`src/design/csrfs_pkg.sv`:
```
// csrfs_pkg: shared widths, config register indexes, payload structs and a
// helper multiplier for the hollow cylinder ray face selector.
// No dependencies.
package csrfs_pkg;

    // position fraction bits (lengths are signed Q.F)
    localparam int POS_FRAC_BITS = 16;

    localparam int DATA_W = 32;
    localparam int RSQ_W  = 48;
    localparam int HL_W   = 31;
    localparam int TOL_W  = 16;

    // disc offset saturates at 2^OFF_SAT_LOG
    localparam int OFF_SAT_LOG = 40;
    localparam int DIV_BITS    = OFF_SAT_LOG + 1;
    localparam int SAT_W       = DATA_W + OFF_SAT_LOG;

    // a hit coordinate wider than this is always beyond the outer radius
    localparam int SQ_W = (RSQ_W + POS_FRAC_BITS + 1) / 2;
    localparam int HX_W = DIV_BITS + 2;

    // config register indexes
    localparam int CFG_IDX_W = 2;
    localparam logic [CFG_IDX_W-1:0] CFG_INNER_RSQ = 2'd0;
    localparam logic [CFG_IDX_W-1:0] CFG_OUTER_RSQ = 2'd1;
    localparam logic [CFG_IDX_W-1:0] CFG_HALF_LEN  = 2'd2;
    localparam logic [CFG_IDX_W-1:0] CFG_SURF_TOL  = 2'd3;
    localparam logic [TOL_W-1:0]     TOL_RESET     = 16'd7;

    typedef struct packed {
        logic [RSQ_W-1:0] inner_radius_sq;
        logic [RSQ_W-1:0] outer_radius_sq;
        logic [HL_W-1:0]  half_length;
        logic [TOL_W-1:0] surface_tolerance;
    } csrfs_cfg_t;

    // per-ray data needed to form the disc hit point
    typedef struct packed {
        logic signed [DATA_W-1:0] px;
        logic signed [DATA_W-1:0] py;
        logic dx_neg;
        logic dy_neg;
        logic neg_base;
        logic forward;
        logic disc_en;
        logic dz_pos;
    } csrfs_ray_t;

    // ray data plus finished inner-face decisions, carried past the divider
    typedef struct packed {
        csrfs_ray_t ray;
        logic sat_x;
        logic sat_y;
        logic cond;
        logic inner_q;
        logic lhs_lt;
        logic rhs_lt;
    } csrfs_side_t;

    typedef struct packed {
        csrfs_side_t       side;
        logic [63:0]       nx;
        logic [63:0]       ny;
        logic [DATA_W-1:0] adz;
    } csrfs_div_in_t;

    typedef struct packed {
        csrfs_side_t         side;
        logic [DIV_BITS-1:0] qx;
        logic [DIV_BITS-1:0] qy;
    } csrfs_div_out_t;

    typedef struct packed {
        logic take_inner;
        logic take_positive_disc;
        logic take_negative_disc;
        logic take_outer;
    } csrfs_result_t;

    function automatic logic [63:0] mul32(input logic [31:0] a, input logic [31:0] b);
        logic [63:0] p;
        p = {32'b0, a} * {32'b0, b};
        return p;
    endfunction

endpackage

```
`src/design/csrfs_back.sv`:
```
// csrfs_back: disc hit point, hit radius test and the final face decision,
// ending in the output register. Uses csrfs_pkg.
module csrfs_back
(
    input  logic                       clk,
    input  logic                       rst_n,
    input  logic                       en,
    input  logic                       in_valid,
    input  csrfs_pkg::csrfs_div_out_t  in_data,
    input  csrfs_pkg::csrfs_cfg_t      cfg,
    output logic                       out_valid,
    output csrfs_pkg::csrfs_result_t   out_data
);

    localparam int CW = 2 * csrfs_pkg::SQ_W + 1;

    typedef struct packed {
        csrfs_pkg::csrfs_side_t side;
        logic signed [csrfs_pkg::HX_W-1:0] hx;
        logic signed [csrfs_pkg::HX_W-1:0] hy;
    } b1_t;

    typedef struct packed {
        csrfs_pkg::csrfs_side_t side;
        logic                        big;
        logic [csrfs_pkg::SQ_W-1:0] ax;
        logic [csrfs_pkg::SQ_W-1:0] ay;
    } b2_t;

    typedef struct packed {
        csrfs_pkg::csrfs_side_t side;
        logic                          big;
        logic [2*csrfs_pkg::SQ_W-1:0] sqx;
        logic [2*csrfs_pkg::SQ_W-1:0] sqy;
    } b3_t;

    b1_t b1_next, b1_reg;
    b2_t b2_next, b2_reg;
    b3_t b3_next, b3_reg;
    csrfs_pkg::csrfs_result_t res_next, res_reg;
    logic [3:0] valid_reg;

    // hit point: position plus the signed, saturated offset
    always_comb
    begin
        logic [csrfs_pkg::DIV_BITS-1:0]    offx;
        logic [csrfs_pkg::DIV_BITS-1:0]    offy;
        logic signed [csrfs_pkg::HX_W-1:0] pxe;
        logic signed [csrfs_pkg::HX_W-1:0] pye;
        logic signed [csrfs_pkg::HX_W-1:0] ox;
        logic signed [csrfs_pkg::HX_W-1:0] oy;
        offx = in_data.side.sat_x ? (csrfs_pkg::DIV_BITS'(1) << csrfs_pkg::OFF_SAT_LOG)
                                  : in_data.qx;
        offy = in_data.side.sat_y ? (csrfs_pkg::DIV_BITS'(1) << csrfs_pkg::OFF_SAT_LOG)
                                  : in_data.qy;
        pxe  = csrfs_pkg::HX_W'(in_data.side.ray.px);
        pye  = csrfs_pkg::HX_W'(in_data.side.ray.py);
        ox   = $signed({2'b00, offx});
        oy   = $signed({2'b00, offy});
        b1_next.side = in_data.side;
        b1_next.hx   = (in_data.side.ray.neg_base != in_data.side.ray.dx_neg) ? (pxe - ox)
                                                                             : (pxe + ox);
        b1_next.hy   = (in_data.side.ray.neg_base != in_data.side.ray.dy_neg) ? (pye - oy)
                                                                             : (pye + oy);
    end

    // magnitudes; anything past SQ_W bits is outside every outer radius
    always_comb
    begin
        logic [csrfs_pkg::HX_W-1:0] ahx;
        logic [csrfs_pkg::HX_W-1:0] ahy;
        ahx = b1_reg.hx[csrfs_pkg::HX_W-1] ? (~b1_reg.hx + csrfs_pkg::HX_W'(1)) : b1_reg.hx;
        ahy = b1_reg.hy[csrfs_pkg::HX_W-1] ? (~b1_reg.hy + csrfs_pkg::HX_W'(1)) : b1_reg.hy;
        b2_next.side = b1_reg.side;
        b2_next.big  = (|ahx[csrfs_pkg::HX_W-1:csrfs_pkg::SQ_W])
                       || (|ahy[csrfs_pkg::HX_W-1:csrfs_pkg::SQ_W]);
        b2_next.ax   = ahx[csrfs_pkg::SQ_W-1:0];
        b2_next.ay   = ahy[csrfs_pkg::SQ_W-1:0];
    end

    // squares
    always_comb
    begin
        b3_next.side = b2_reg.side;
        b3_next.big  = b2_reg.big;
        b3_next.sqx  = {{csrfs_pkg::SQ_W{1'b0}}, b2_reg.ax} * {{csrfs_pkg::SQ_W{1'b0}}, b2_reg.ax};
        b3_next.sqy  = {{csrfs_pkg::SQ_W{1'b0}}, b2_reg.ay} * {{csrfs_pkg::SQ_W{1'b0}}, b2_reg.ay};
    end

    // radius window and face decision
    always_comb
    begin
        logic [CW-1:0] s;
        logic [CW-1:0] lim_hi;
        logic [CW-1:0] lim_lo;
        logic          hit_disk;
        logic          hit_inner;
        s        = CW'(b3_reg.sqx) + CW'(b3_reg.sqy);
        lim_hi   = CW'(cfg.outer_radius_sq) << csrfs_pkg::POS_FRAC_BITS;
        lim_lo   = (CW'(cfg.inner_radius_sq) + CW'(1)) << csrfs_pkg::POS_FRAC_BITS;
        hit_disk = b3_reg.side.ray.disc_en && b3_reg.side.ray.forward && !b3_reg.big
                   && (s < lim_hi) && (s >= lim_lo);
        hit_inner = b3_reg.side.cond && b3_reg.side.inner_q
                    && !(hit_disk && b3_reg.side.lhs_lt);
        if (hit_inner && hit_disk && b3_reg.side.rhs_lt)
        begin
            hit_disk = 1'b0;
        end
        res_next.take_inner         = hit_inner;
        res_next.take_positive_disc = hit_disk && b3_reg.side.ray.dz_pos;
        res_next.take_negative_disc = hit_disk && !b3_reg.side.ray.dz_pos;
        res_next.take_outer         = !hit_inner && !hit_disk;
    end

    always_ff @(posedge clk)
    begin
        if (en)
        begin
            b1_reg  <= b1_next;
            b2_reg  <= b2_next;
            b3_reg  <= b3_next;
            res_reg <= res_next;
        end
    end

    always_ff @(posedge clk or negedge rst_n)
    begin
        if (!rst_n)
        begin
            valid_reg <= '0;
        end
        else if (en)
        begin
            valid_reg <= {valid_reg[2:0], in_valid};
        end
    end

    assign out_valid = valid_reg[3];
    assign out_data  = res_reg;

endmodule

```
`config.mk`:
```
export PLATFORM = sky130hd
export DESIGN_NAME = csrfs_back
export DESIGN_NICKNAME = d
export VERILOG_FILES = /design/src/design/csrfs_pkg.sv /design/src/design/csrfs_back.sv
export SDC_FILE = /design/constraint.sdc
export NUM_CORES = 2
export LEC_CHECK = 0
export ABC_AREA = 0
export CAP_MARGIN = 20
export CORE_MARGIN = 2
export CORE_UTILIZATION = 40
export CTS_CLUSTER_DIAMETER = 40
export DETAILED_ROUTE_END_ITERATION = 10
export DONT_BUFFER_PORTS = 1
export GPL_TIMING_DRIVEN = 0
export HOLD_SLACK_MARGIN = 0.02
export SLEW_MARGIN = 20
export SYNTH_ARGS = -nofsm -noshare
export SYNTH_HDL_FRONTEND = slang
export SYNTH_SLANG_ARGS = --single-unit
```
`constraint.sdc`:
```
create_clock -name clk -period 21.6 [get_ports clk]
set_input_delay 1.08 -clock clk [delete_from_list [all_inputs] [get_ports clk]]
set_output_delay 1.08 -clock clk [all_outputs]
set_load 0.02 [all_outputs]
```
==> out/qor_table.md <==
| Quantity | Reported | Unit |
| --- | --- | --- |
| Fin Clk Skew | 0.0345 | ns |
| Share of synthesized area occupied by flip-flops and latches | 11.2 | % |
| Post-Place Cells | 11,500 | - |
| RSZ-0062 raised after global routing | false | - |
| Dominant register cell in the synthesized netlist | edfxtp_1 | - |
| Final min period | 11.67 | ns |
| Wire per inst | 23.4 | µm |
| Number of search-and-repair iterations in the first detailed-routing pass | 6 | - |
| Post-CTS Setup Bufs | 0 | - |
| Required time reported for the critical path endpoint | 21.95 | ns |
| First-pass GRT wire length | 409,000 | µm |
| Total Wirelength | 272,000 | µm |
| Hold_buf cts | 0 | - |
| Critical path type | reg2reg | - |
| Die footprint | 210,000 | µm² |
| Final sum of negative setup slack | 0 | ns |
| Crit path capture type | flip-flop | - |
| Hold Violations, Final | 0 | - |
| Deepest clock path buffer count | 3 | - |
| Worst hold path class | in2async | - |
| Fraction of layout instances using a drive strength above 1 | 2.07 | % |
| Htree depth | 2 | - |
| Number of buffers added by the clock tree synthesis step | 53 | - |
| Chip Width | 458 | µm |
| Routed vias | 62,300 | - |
| Dominant cell by count in the synthesized netlist | inv_1 | - |
| Number of global-route vias before repair | 66,700 | - |
| Count of different cell masters after synthesis | 81 | - |
| Syn avg cell area | 9.39 | µm² |
| Number of enable-type register cells in the synthesized netlist | 303 | - |
| Number of DRC violations after detailed-routing iteration 0 | 4,641 | - |
| Number of standard cells in the final layout excluding fillers | 11,600 | - |
| Layout area overhead | 6.47 | % |
| Number of violations of the max-capacitance limit | 0 | - |
| Total clock sinks | 307 | - |
| Layout filler cell count | 20,200 | - |
| Family with the most delay on the worst path | adder cells | - |
| Number of flip-flops under the largest register name | 134 | - |
| Post-synthesis instance total | 8,788 | - |
| FFs w/ async S/R, synth | 1.30 | % |
| Final design utilization | 42.9 | % |
| GRT Total Usage | 26.1 | % |
| Cell seen most often among critical-path stages | fa_1 | - |
| Final layout net count | 11,600 | - |
| RD Place Congestion | 1.03 | - |
| Cell at the root of the clock tree | clkbuf_16 | - |
| Number of synthesized register bits | 307 | - |
| Via/cell ratio | 5.37 | - |
| Normalized max-slew margin | 15.4 | % |
| Total of cells resized after clock tree synthesis | 0 | - |
| Clock transition at the register clock pins on the worst setup and hold paths after CTS | 0.05 | ns |
| Post-detailed-placement half-perimeter wirelength | 232,000 | µm |
| Leading cell types by count after synthesis | inv_1, fa_1, ha_1 | - |
| Outcome | completed | - |
| Ports placed on the boundary | 310 | - |
| Peak Freq | 85.7 | MHz |
| Final number of max-transition violations | 0 | - |
| CP bufs+invs | 5 | - |
| CP startpoint kind | flip-flop | - |
| Data arrival time of the critical path | 12.03 | ns |
| Crit path largest cell delay | 0.87 | ns |
| Dominant cell type by area after synthesis | fa_1 | - |
| Placeable core area | 205,000 | µm² |
| Final critical-path share of the clock period | 54.0 | % |
| Main area contributors after synthesis | fa_1, ha_1, edfxtp_1 | - |
| Largest net degree at the start of global routing | 308 | - |
| Net count of the mapped netlist | 11,500 | - |
| Latest clock arrival within the worst-skew pair | 0.62 | ns |
| DRC violations left | 0 | - |
| Design Area, Final | 87,800 | µm² |
| Library cell contributing the largest single delay on the critical path | clkbuf_1 | - |
| Remaining global-route overflow | 0 | - |
| Placement row count | 166 | - |
| CTS tree | done | - |
| Worst slew pin tran | 1.27 | ns |
| Final Setup Violations | 0 | - |
| Ys Warns | 0 | - |
| Largest fanout on the critical path | 10 | - |
| Initial antenna violation count | 35 | - |
| Netlist Area Pre-Place | 82,500 | µm² |
| Antenna Violating Nets Remaining | 0 | - |
| Initial standard-cell utilization of the core | 40.3 | % |
| Post-synth top area share | 38.5 | % |
| I/O Buffers | 0 | - |
| Height of the chip | 458 | µm |
| Instance area at placement | 85,900 | µm² |
## logic make-up (layout without fill, tap and decap cells)
group                    count (synthesis)  in the layout  synth area share (%)
AO/OA/AOI/OAI                         1180           1180                  9.42
XOR/XNOR                               473            473                  5.02
adder cells (fa/ha/maj)               2424           2424                  51.2
buffers and inverters                 2337           2438                  10.6
flip-flops                             307            307                  11.2
multiplexers                            17             17                 0.218
other                                    0             17                     0
AND/OR/NAND/NOR                       2050           2050                  12.3
## layout make-up
type | count | area (µm²) | area share (%)
flip-flops and latches | 307 | 9200 | 10.5
well taps | 2688 | 3360 | 3.83
multi-input cells | 6144 | 64500 | 73.5
repair buffers | 4 | 28.8 | 0.0328
inverters | 2052 | 7700 | 8.77
plain buffers | 285 | 1080 | 1.23
clock buffers | 59 | 1370 | 1.56
clock inverters | 38 | 499 | 0.568
diodes | 17 | 42.5 | 0.0484
## cells in the final DEF, fill, tap and decap left out, types with 51 or more instances in the layout
cell       count
nor3_1        76
o21bai_1      51
and2_1       451
nor2_1       306
nand4_1       69
xor2_1       184
xnor2_1      289
nor2b_1       69
a21o_1       238
nand3_1       87
o21ai_0      209
ha_1         837
inv_1       2047
nand2b_1      62
a21oi_1      310
edfxtp_1     303
clkbuf_1     280
nand2_1      741
fa_1        1587
clkbuf_16     53
## routing by layer
metal | wire [µm] | vias to the layer above | track usage, %
li1 | - | 27800 | -
met1 | 107000 | 31300 | 33.4
met2 | 121000 | 2617 | 40.8
met3 | 24100 | 586 | 5.33
met4 | 19600 | 6 | 15.3
met5 | 38 | - | 0
## worst paths after layout
check                      cells after the start            to       start  slack, ns
max in group asynchronous                      0  valid_reg[3]       rst_n      21.37
setup reg to reg                              25   b3_reg[122]  b2_reg[46]       9.93
hold reg to reg                                0    b2_reg[65]  b1_reg[86]       0.42
min in group clk                               0    b2_reg[65]  b1_reg[86]       0.42
setup / recovery                              25   b3_reg[122]  b2_reg[46]       9.93
hold / removal                                 0  valid_reg[1]       rst_n       0.15
## per-stage QoR
stage                     hold WS (ns)  setup slack [ns]
after global routing             0.114              9.70
after CTS                        0.112             10.30
after global placement           0.402             10.46
after detailed placement         0.406             10.36
final                            0.154              9.93
after floorplan                  0.400             13.59
## worst register-to-register path, delay by kind of cell, from the launching register on
family,cells,cell delay (ns)
AO/OA/AOI/OAI,7,3.35
AND/OR/NAND/NOR,3,0.83
buffers and inverters,5,1.89
flip-flops,1,0.70
XOR/XNOR,1,0.11
adder cells (fa/ha/maj),9,4.51
Power is left out: the tool's default activity adds up to more than one toggle a clock period on the data nets, which glitch-free logic cannot reach.
